$ cat config.mk
export PLATFORM = sky130hd
export DESIGN_NAME = dual_stack_shared_store
export DESIGN_NICKNAME = d
export VERILOG_FILES = /design/src/rtl/core/dsss_pkg.sv /design/src/rtl/core/dual_stack_shared_store.sv /design/src/rtl/core/dsss_front.sv /design/src/rtl/core/dsss_queue.sv /design/src/rtl/core/dsss_back.sv
export SDC_FILE = /design/constraint.sdc
export NUM_CORES = 1
export LEC_CHECK = 0
export BUFFER_PORTS_ARGS = -buffer_cell sky130_fd_sc_hd__buf_2
export CELL_PAD_IN_SITES_DETAIL_PLACEMENT = 1
export CELL_PAD_IN_SITES_GLOBAL_PLACEMENT = 1
export CORE_UTILIZATION = 30
export CTS_CLUSTER_SIZE = 28
export DETAILED_ROUTE_END_ITERATION = 12
export PLACE_DENSITY_LB_ADDON = 0.1
export REMOVE_ABC_BUFFERS = 1
export SYNTH_ARGS = -nofsm -noshare
export SYNTH_HDL_FRONTEND = slang
export SYNTH_SLANG_ARGS = --single-unit
$ cat constraint.sdc
create_clock -name i_clk -period 4.9 [get_ports i_clk]
set_input_delay 0.49 -clock i_clk [delete_from_list [all_inputs] [get_ports i_clk]]
set_output_delay 0.49 -clock i_clk [all_outputs]
set_load 0.01 [all_outputs]
$ cat src/rtl/core/dsss_pkg.sv
// Package for the dual stack shared store: action, status and command types.
// Used by dsss_front, dsss_queue, dsss_back and dual_stack_shared_store.
`default_nettype none

package dsss_pkg;

    localparam int DEPTH_DEF   = 16;
    localparam int DATA_W      = 32;
    localparam int QUEUE_DEPTH = 2;

    typedef enum logic [2:0] {
        ACT_PUSH_A = 3'd0,
        ACT_PUSH_B = 3'd1,
        ACT_POP_A  = 3'd2,
        ACT_POP_B  = 3'd3,
        ACT_LIST_A = 3'd4,
        ACT_LIST_B = 3'd5
    } t_action;

    typedef enum logic [1:0] {
        ST_OK        = 2'd0,
        ST_OVERFLOW  = 2'd1,
        ST_UNDERFLOW = 2'd2,
        ST_EMPTY     = 2'd3
    } t_status;

    typedef enum logic [1:0] {
        CMD_PUSH = 2'd0,
        CMD_POP  = 2'd1,
        CMD_LIST = 2'd2
    } t_kind;

    // side: 0 selects stack A (bottom), 1 selects stack B (top)
    typedef struct packed {
        t_kind                     kind;
        logic                      side;
        logic signed [DATA_W-1:0]  value;
    } t_cmd;

    typedef enum logic {
        BK_IDLE = 1'b0,
        BK_OUT  = 1'b1
    } t_back_state;

endpackage

`default_nettype wire

$ cat src/rtl/core/dual_stack_shared_store.sv
// Dual stack shared store: two stacks in one store, A from the bottom, B from the top.
// Top level; instantiates dsss_front, dsss_queue and dsss_back, uses dsss_pkg.
//
// Input channel: i_valid / o_stall carry i_action and i_value. A transfer
// happens on a rising edge with i_valid high and o_stall low. Unused action
// codes are taken and dropped without a result.
// Output channel: o_valid / i_stall carry o_data, o_status and o_last; one
// transfer per result, o_last marks the final result of an input item.
// Commands pass through a two-entry queue, so input transfers continue while
// a result waits on i_stall; o_stall rises only when the queue is full.
// Push and pop: the back end takes the command and uses the store port (write,
// or registered read) in its idle state, then presents the result in its
// output state, so it takes no new command before the result is out.
// List: the first entry is read when the command is taken, then one result
// per cycle while not stalled, each from its own read of the single-port store.
// Reset clears both stack counts, the queue and the sequencer; store
// contents are not cleared. While i_stall is high the result holds unchanged.
`default_nettype none

module dual_stack_shared_store #(
    parameter int DEPTH = dsss_pkg::DEPTH_DEF
) (
    input  wire logic                                i_clk,
    input  wire logic                                i_rst_n,
    input  wire logic                                i_valid,
    output logic                                     o_stall,
    input  wire logic [2:0]                          i_action,
    input  wire logic signed [dsss_pkg::DATA_W-1:0]  i_value,
    output logic                                     o_valid,
    input  wire logic                                i_stall,
    output logic signed [dsss_pkg::DATA_W-1:0]       o_data,
    output logic [1:0]                               o_status,
    output logic                                     o_last
);

    dsss_pkg::t_cmd  w_front_cmd;
    dsss_pkg::t_cmd  w_back_cmd;
    logic            w_q_push;
    logic            w_q_full;
    logic            w_q_valid;
    logic            w_q_pop;

    dsss_front u_front (
        .i_valid  (i_valid),
        .i_action (i_action),
        .i_value  (i_value),
        .i_q_full (w_q_full),
        .o_stall  (o_stall),
        .o_push   (w_q_push),
        .o_cmd    (w_front_cmd)
    );

    dsss_queue u_queue (
        .i_clk   (i_clk),
        .i_rst_n (i_rst_n),
        .i_push  (w_q_push),
        .i_cmd   (w_front_cmd),
        .o_full  (w_q_full),
        .o_valid (w_q_valid),
        .o_cmd   (w_back_cmd),
        .i_pop   (w_q_pop)
    );

    dsss_back #(
        .DEPTH (DEPTH)
    ) u_back (
        .i_clk       (i_clk),
        .i_rst_n     (i_rst_n),
        .i_cmd_valid (w_q_valid),
        .i_cmd       (w_back_cmd),
        .o_cmd_pop   (w_q_pop),
        .o_valid     (o_valid),
        .i_stall     (i_stall),
        .o_data      (o_data),
        .o_status    (o_status),
        .o_last      (o_last)
    );

endmodule

`default_nettype wire

$ cat src/rtl/core/dsss_front.sv
// Front end: accepts input transfers and turns each action into a command.
// Depends on dsss_pkg; feeds dsss_queue.
`default_nettype none

module dsss_front (
    input  wire logic                                i_valid,
    input  wire logic [2:0]                          i_action,
    input  wire logic signed [dsss_pkg::DATA_W-1:0]  i_value,
    input  wire logic                                i_q_full,
    output logic                                     o_stall,
    output logic                                     o_push,
    output dsss_pkg::t_cmd                           o_cmd
);

    logic w_known;

    always_comb begin
        w_known      = 1'b1;
        o_cmd.value  = i_value;
        o_cmd.kind   = dsss_pkg::CMD_PUSH;
        o_cmd.side   = 1'b0;
        unique case (dsss_pkg::t_action'(i_action))
            dsss_pkg::ACT_PUSH_A: begin
                o_cmd.kind = dsss_pkg::CMD_PUSH;
            end
            dsss_pkg::ACT_PUSH_B: begin
                o_cmd.kind = dsss_pkg::CMD_PUSH;
                o_cmd.side = 1'b1;
            end
            dsss_pkg::ACT_POP_A: begin
                o_cmd.kind = dsss_pkg::CMD_POP;
            end
            dsss_pkg::ACT_POP_B: begin
                o_cmd.kind = dsss_pkg::CMD_POP;
                o_cmd.side = 1'b1;
            end
            dsss_pkg::ACT_LIST_A: begin
                o_cmd.kind = dsss_pkg::CMD_LIST;
            end
            dsss_pkg::ACT_LIST_B: begin
                o_cmd.kind = dsss_pkg::CMD_LIST;
                o_cmd.side = 1'b1;
            end
            default: begin
                w_known = 1'b0;   // unused codes are taken and dropped
            end
        endcase
    end

    assign o_stall = i_q_full;
    assign o_push  = i_valid && !i_q_full && w_known;

endmodule

`default_nettype wire

$ cat src/rtl/core/dsss_queue.sv
// Short command queue between front and back end.
// Depends on dsss_pkg.
`default_nettype none

module dsss_queue (
    input  wire logic            i_clk,
    input  wire logic            i_rst_n,
    input  wire logic            i_push,
    input  wire dsss_pkg::t_cmd  i_cmd,
    output logic                 o_full,
    output logic                 o_valid,
    output dsss_pkg::t_cmd       o_cmd,
    input  wire logic            i_pop
);

    localparam int QD    = dsss_pkg::QUEUE_DEPTH;
    localparam int PTR_W = (QD > 1) ? $clog2(QD) : 1;
    localparam int CNT_W = $clog2(QD + 1);

    dsss_pkg::t_cmd    r_entry [QD];
    logic [PTR_W-1:0]  r_wptr, n_wptr;
    logic [PTR_W-1:0]  r_rptr, n_rptr;
    logic [CNT_W-1:0]  r_count;
    logic              w_pop;

    assign o_full  = (r_count == CNT_W'(QD));
    assign o_valid = (r_count != '0);
    assign o_cmd   = r_entry[r_rptr];
    assign w_pop   = i_pop && o_valid;

    always_comb begin
        n_wptr = (r_wptr == PTR_W'(QD - 1)) ? '0 : r_wptr + 1'b1;
        n_rptr = (r_rptr == PTR_W'(QD - 1)) ? '0 : r_rptr + 1'b1;
    end

    always_ff @(posedge i_clk) begin
        if (!i_rst_n) begin
            r_wptr  <= '0;
            r_rptr  <= '0;
            r_count <= '0;
        end else begin
            if (i_push) begin
                r_wptr <= n_wptr;
            end
            if (w_pop) begin
                r_rptr <= n_rptr;
            end
            if (i_push && !w_pop) begin
                r_count <= r_count + 1'b1;
            end else if (!i_push && w_pop) begin
                r_count <= r_count - 1'b1;
            end
        end
    end

    always_ff @(posedge i_clk) begin
        if (i_push) begin
            r_entry[r_wptr] <= i_cmd;
        end
    end

endmodule

`default_nettype wire

$ cat src/rtl/core/dsss_back.sv
// Back end: stack counters, shared single-port store and result sequencer.
// Depends on dsss_pkg; takes commands from dsss_queue.
`default_nettype none

module dsss_back #(
    parameter int DEPTH = dsss_pkg::DEPTH_DEF
) (
    input  wire logic                                i_clk,
    input  wire logic                                i_rst_n,
    input  wire logic                                i_cmd_valid,
    input  wire dsss_pkg::t_cmd                      i_cmd,
    output logic                                     o_cmd_pop,
    output logic                                     o_valid,
    input  wire logic                                i_stall,
    output logic signed [dsss_pkg::DATA_W-1:0]       o_data,
    output logic [1:0]                               o_status,
    output logic                                     o_last
);

    localparam int IDX_W = $clog2(DEPTH);
    localparam int CNT_W = $clog2(DEPTH + 1);

    dsss_pkg::t_back_state  r_state, n_state;

    logic [dsss_pkg::DATA_W-1:0]  r_mem [DEPTH];
    logic [dsss_pkg::DATA_W-1:0]  r_rdata;

    logic [CNT_W-1:0]   r_cnt_a, r_cnt_b;
    logic [IDX_W-1:0]   r_ptr;
    logic               r_side;
    logic               r_list;
    logic               r_use_mem;
    dsss_pkg::t_status  r_status;

    logic               w_take;
    logic               w_done;
    logic               w_full;
    logic               w_empty;
    logic               w_list_end;
    logic [IDX_W-1:0]   w_ptr_next;
    logic [IDX_W-1:0]   w_top;
    logic [IDX_W-1:0]   w_push_addr;
    logic               w_wr_en, w_rd_en;
    logic [IDX_W-1:0]   w_wr_addr, w_rd_addr;

    // next state
    always_comb begin
        n_state = r_state;
        unique case (r_state)
            dsss_pkg::BK_IDLE: begin
                if (i_cmd_valid) begin
                    n_state = dsss_pkg::BK_OUT;
                end
            end
            dsss_pkg::BK_OUT: begin
                if (!i_stall && (!r_list || w_list_end)) begin
                    n_state = dsss_pkg::BK_IDLE;
                end
            end
        endcase
    end

    // state outputs
    always_comb begin
        o_cmd_pop = 1'b0;
        o_valid   = 1'b0;
        unique case (r_state)
            dsss_pkg::BK_IDLE: o_cmd_pop = i_cmd_valid;
            dsss_pkg::BK_OUT:  o_valid   = 1'b1;
        endcase
    end

    assign w_take = o_cmd_pop;
    assign w_done = o_valid && !i_stall;

    always_comb begin
        w_full      = ({1'b0, r_cnt_a} + {1'b0, r_cnt_b}) == (CNT_W + 1)'(DEPTH);
        w_empty     = i_cmd.side ? (r_cnt_b == '0) : (r_cnt_a == '0);
        w_top       = i_cmd.side ? IDX_W'(CNT_W'(DEPTH) - r_cnt_b)
                                 : IDX_W'(r_cnt_a - 1'b1);
        w_push_addr = i_cmd.side ? IDX_W'(CNT_W'(DEPTH) - r_cnt_b - 1'b1)
                                 : IDX_W'(r_cnt_a);
        w_list_end  = r_side ? (r_ptr == IDX_W'(DEPTH - 1)) : (r_ptr == '0);
        w_ptr_next  = r_side ? r_ptr + 1'b1 : r_ptr - 1'b1;
    end

    // store port control
    always_comb begin
        w_wr_en   = 1'b0;
        w_rd_en   = 1'b0;
        w_wr_addr = w_push_addr;
        w_rd_addr = w_top;
        if (w_take) begin
            unique case (i_cmd.kind)
                dsss_pkg::CMD_PUSH: w_wr_en = !w_full;
                dsss_pkg::CMD_POP:  w_rd_en = !w_empty;
                dsss_pkg::CMD_LIST: w_rd_en = !w_empty;
                default:            w_rd_en = 1'b0;
            endcase
        end else if (w_done && r_list && !w_list_end) begin
            w_rd_en   = 1'b1;
            w_rd_addr = w_ptr_next;
        end
    end

    always_ff @(posedge i_clk) begin
        if (w_wr_en) begin
            r_mem[w_wr_addr] <= i_cmd.value;
        end
        if (w_rd_en) begin
            r_rdata <= r_mem[w_rd_addr];
        end
    end

    always_ff @(posedge i_clk) begin
        if (!i_rst_n) begin
            r_state <= dsss_pkg::BK_IDLE;
            r_cnt_a <= '0;
            r_cnt_b <= '0;
            r_list  <= 1'b0;
        end else begin
            r_state <= n_state;
            if (w_take) begin
                r_side    <= i_cmd.side;
                r_ptr     <= w_top;
                r_list    <= 1'b0;
                r_use_mem <= 1'b0;
                unique case (i_cmd.kind)
                    dsss_pkg::CMD_PUSH: begin
                        if (w_full) begin
                            r_status <= dsss_pkg::ST_OVERFLOW;
                        end else begin
                            r_status <= dsss_pkg::ST_OK;
                            if (i_cmd.side) begin
                                r_cnt_b <= r_cnt_b + 1'b1;
                            end else begin
                                r_cnt_a <= r_cnt_a + 1'b1;
                            end
                        end
                    end
                    dsss_pkg::CMD_POP: begin
                        if (w_empty) begin
                            r_status <= dsss_pkg::ST_UNDERFLOW;
                        end else begin
                            r_status  <= dsss_pkg::ST_OK;
                            r_use_mem <= 1'b1;
                            if (i_cmd.side) begin
                                r_cnt_b <= r_cnt_b - 1'b1;
                            end else begin
                                r_cnt_a <= r_cnt_a - 1'b1;
                            end
                        end
                    end
                    dsss_pkg::CMD_LIST: begin
                        if (w_empty) begin
                            r_status <= dsss_pkg::ST_EMPTY;
                        end else begin
                            r_status  <= dsss_pkg::ST_OK;
                            r_use_mem <= 1'b1;
                            r_list    <= 1'b1;
                        end
                    end
                    default: begin
                        r_status <= dsss_pkg::ST_OK;
                    end
                endcase
            end else if (w_done && r_list && !w_list_end) begin
                r_ptr <= w_ptr_next;
            end
        end
    end

    assign o_data   = r_use_mem ? $signed(r_rdata) : '0;
    assign o_status = r_status;
    assign o_last   = r_list ? w_list_end : 1'b1;

endmodule

`default_nettype wire

==> summary.txt <==
Clock Sinks = 639
Syn avg cell area = 15.0 um2
Worst r2r dst = u_back.r_rdata[5]
CP arrival = 4.07 ns
Clk slew on worst S/H paths = 0.06 ns
Inserted Clock Buffers = 75
Layout cells sized above 1 = 16.8%
# H-tree levels = 3
CP cell instances = or4_4 > o21ba_1 > nand3_2 > and2_4 > buf_4 > a32o_1 > o32ai_1 > a221o_1
Max stage delay cell, worst path = and2_4
Worst-margin pin slew = 1.21 ns
Clk buf depth = 3
Die Wd = 296 um
Diodes inserted = 0
Unique cell type count in the Yosys netlist = 57
Final wirelength = 77,300 um
RR Startpoint = u_back.r_ptr[0]
Initial Util = 30.4%
Minimum clock period = 3.71 ns
ANT nets after route = 0
Max Clock Skew = 0.0232 ns
Pre-antenna DRT Iters = 4
Final Hold Fails = 0
CTS tree = yes
Fin crit share = 75.7%
Cell area after layout = 30,200 um2
Worst setup path class = register to register
Min-Delay Path Class = input port to register
Clock root cell = clkbuf_16
WP data required = 5.26 ns
WHS = 0.0580 ns
Number of setup violations in the final report = 0
Top delay family on crit path = simple AND/OR/NAND/NOR gates
Site Rows = 107
Ys Warns = 0
RSZ-0062 raised after global routing = false
DR WL/cell = 25.8 um
Post-synth EDFFs = 622
Core Region = 85,400 um2
Status = finished, final reports clean
Area grow syn2layout = 16.5%
Port Buffers = 75
Die ar. = 87,700 um2
Relative slew slack = 19.0%
I/O pin total = 76
Total power per unit cell area = 608 nW/um2
Max Fclk = 270 MHz
Slowest stage delay, CP = 0.88 ns
Grt ovf = 0
Crit Path Max Fanout = 71
First-pass GRT wire length = 114,000 um
Largest net degree at the start of global routing = 129
Pre-CTS setup slack = 1.16 ns
Maxcap violations = 0
Final slew viol count = 0
Reg-to-reg slack, setup = 1.19 ns
Global Route Usage Sum = 17.8%
Ys async rst share = 0%
Post_cts resized = 0
CP Launch Type = register
Die Y = 296 um
Vias in the first global route = 16,700
WP depth = 8
Fin worst setup slack = 1.19 ns
Cts hold-fix bufs = 0
Postcts setup bufs = 0
Starting DRT DRC Count = 1,014
RePlAce Congestion = 0.715
DP HPWL = 41,600 um
Clock Latency Late Sink = 0.62 ns
Tot Pwr = 18.4 mW
Setup TNS = 0 ns
Initial antenna violation count = 0
P_leak = 9.95 nW
Post-route DRC = 0
Register area share after synthesis = 73.3%
Synthesized instance count = 1,733
Post-DP Area = 27,900 um2
CP bufs+invs = 1
Commonest register cell after synthesis = edfxtp_1
Fin nets = 1,860
Synthesized area = 26,000 um2
Via count = 15,600
Maximum vdd ir drop = 309 uV
Crit path capture type = register
Synthesis-stage register bit count = 639
Critical Path End = u_back.r_rdata[5]
Crit path from = u_back.r_ptr[0]
Worst reg2reg path depth = 8
Vias per inst = 5.18
## per-stage QoR
stage | std cells | util [%]
after floorplan | 1600 | -
after detailed placement | 2866 | 32.6
after CTS | 3003 | 35.4
final | 3003 | 35.4
after global placement | 2866 | 32.6
after global routing | 3003 | 35.4
## sequential cells by signal (all words and copies together) (netlist names), 2 cells and up, named ones only
name and count:
u_back.r_mem 512, u_queue.r_entry 70, u_back.r_ptr 4, u_back.r_cnt_b 5, u_queue.r_count 2, u_back.r_cnt_a 5
u_back.r_rdata 32, u_back.o_status 2
## cells in the mapped netlist, types with 9 or more instances
| cell | number | area share, % |
|---|---|---|
| o32ai_1 | 32 | 1.1 |
| nand3_1 | 34 | 0.66 |
| a21oi_1 | 129 | 2.5 |
| xor2_1 | 10 | 0.34 |
| a211oi_1 | 66 | 1.9 |
| and2_1 | 36 | 0.87 |
| buf_2 | 24 | 0.46 |
| buf_6 | 9 | 0.39 |
| buf_1 | 9 | 0.13 |
| a32oi_1 | 32 | 1.1 |
| a22oi_1 | 62 | 1.8 |
| dfxtp_1 | 17 | 1.3 |
| inv_1 | 12 | 0.17 |
| ha_1 | 19 | 0.92 |
| mux2_2 | 35 | 1.5 |
| xnor2_1 | 12 | 0.40 |
| nand2_1 | 144 | 2.1 |
| clkbuf_1 | 88 | 1.3 |
| nor2_1 | 47 | 0.68 |
| edfxtp_1 | 622 | 72 |
| a32o_1 | 32 | 1.2 |
| a21oi_2 | 11 | 0.37 |
| mux2i_1 | 18 | 0.69 |
| o21ai_0 | 71 | 1.4 |
| a221o_1 | 31 | 1.2 |
| and3_1 | 64 | 1.5 |
## routing by layer
metal | part of all wire, % | global-route usage (%) | vias up
met1 | 46 | 23.9 | 8190
met5 | 0 | 0 | -
li1 | - | - | 7003
met4 | 1.8 | 5.00 | 0
met3 | 3.4 | 2.38 | 83
met2 | 49 | 29.9 | 286
## report_power, final
group          internal (mW)  leakage (nW)  switching [mW]
Clock                   3.17          1.16            2.26
Sequential              6.77          5.76           0.133
Combinational           1.99          3.03            4.07
## layout by cell type, fill, tap and decap left out, types with 29 or more instances in the layout
cell / instances
nand2_1: 143
nand3_1: 34
buf_2: 75
edfxtp_1: 622
a211oi_1: 66
a221o_1: 31
a21oi_1: 129
and2_1: 34
o32ai_1: 32
a22oi_1: 62
clkbuf_16: 76
a32oi_1: 32
a32o_1: 32
and3_1: 64
buf_4: 35
nor2_1: 29
mux2_2: 35
o21ai_0: 71
## cell families after synthesis
kind of cell | count (synthesis) | synth area share [%]
buffers and inverters | 147 | 2.55
XOR/XNOR | 22 | 0.742
AO/OA/AOI/OAI | 486 | 13.1
adder cells (fa/ha/maj) | 22 | 1.15
flip-flops | 639 | 73.3
multiplexers | 55 | 2.35
AND/OR/NAND/NOR | 362 | 6.81
## area by class of cell
cell class | count | area (um2)
clock inverters | 46 | 407
flip-flops and latches | 639 | 19000
clock buffers | 91 | 1960
inverters | 14 | 52.6
fillers | 8830 | 55200
repair buffers | 122 | 878
well taps | 1144 | 1430
multi-input cells | 947 | 6490
## worst min-delay path by stage
stage                       startpoint                endpoint  slack, ns  depth (start not counted)
CTS                        i_value[19]  u_queue.r_entry[1][19]       0.02                          1
global placement    u_queue.r_count[1]      u_queue.r_count[1]       0.48                          2
detailed placement       u_back.r_list           u_back.r_list       0.49                          2
floorplan                u_back.r_list           u_back.r_list       0.44                          2
finish                      i_value[3]   u_queue.r_entry[0][3]       0.06                          1
global route               i_value[26]  u_queue.r_entry[1][26]       0.04                          1
Note: power is estimated with default switching activity, not from simulation.
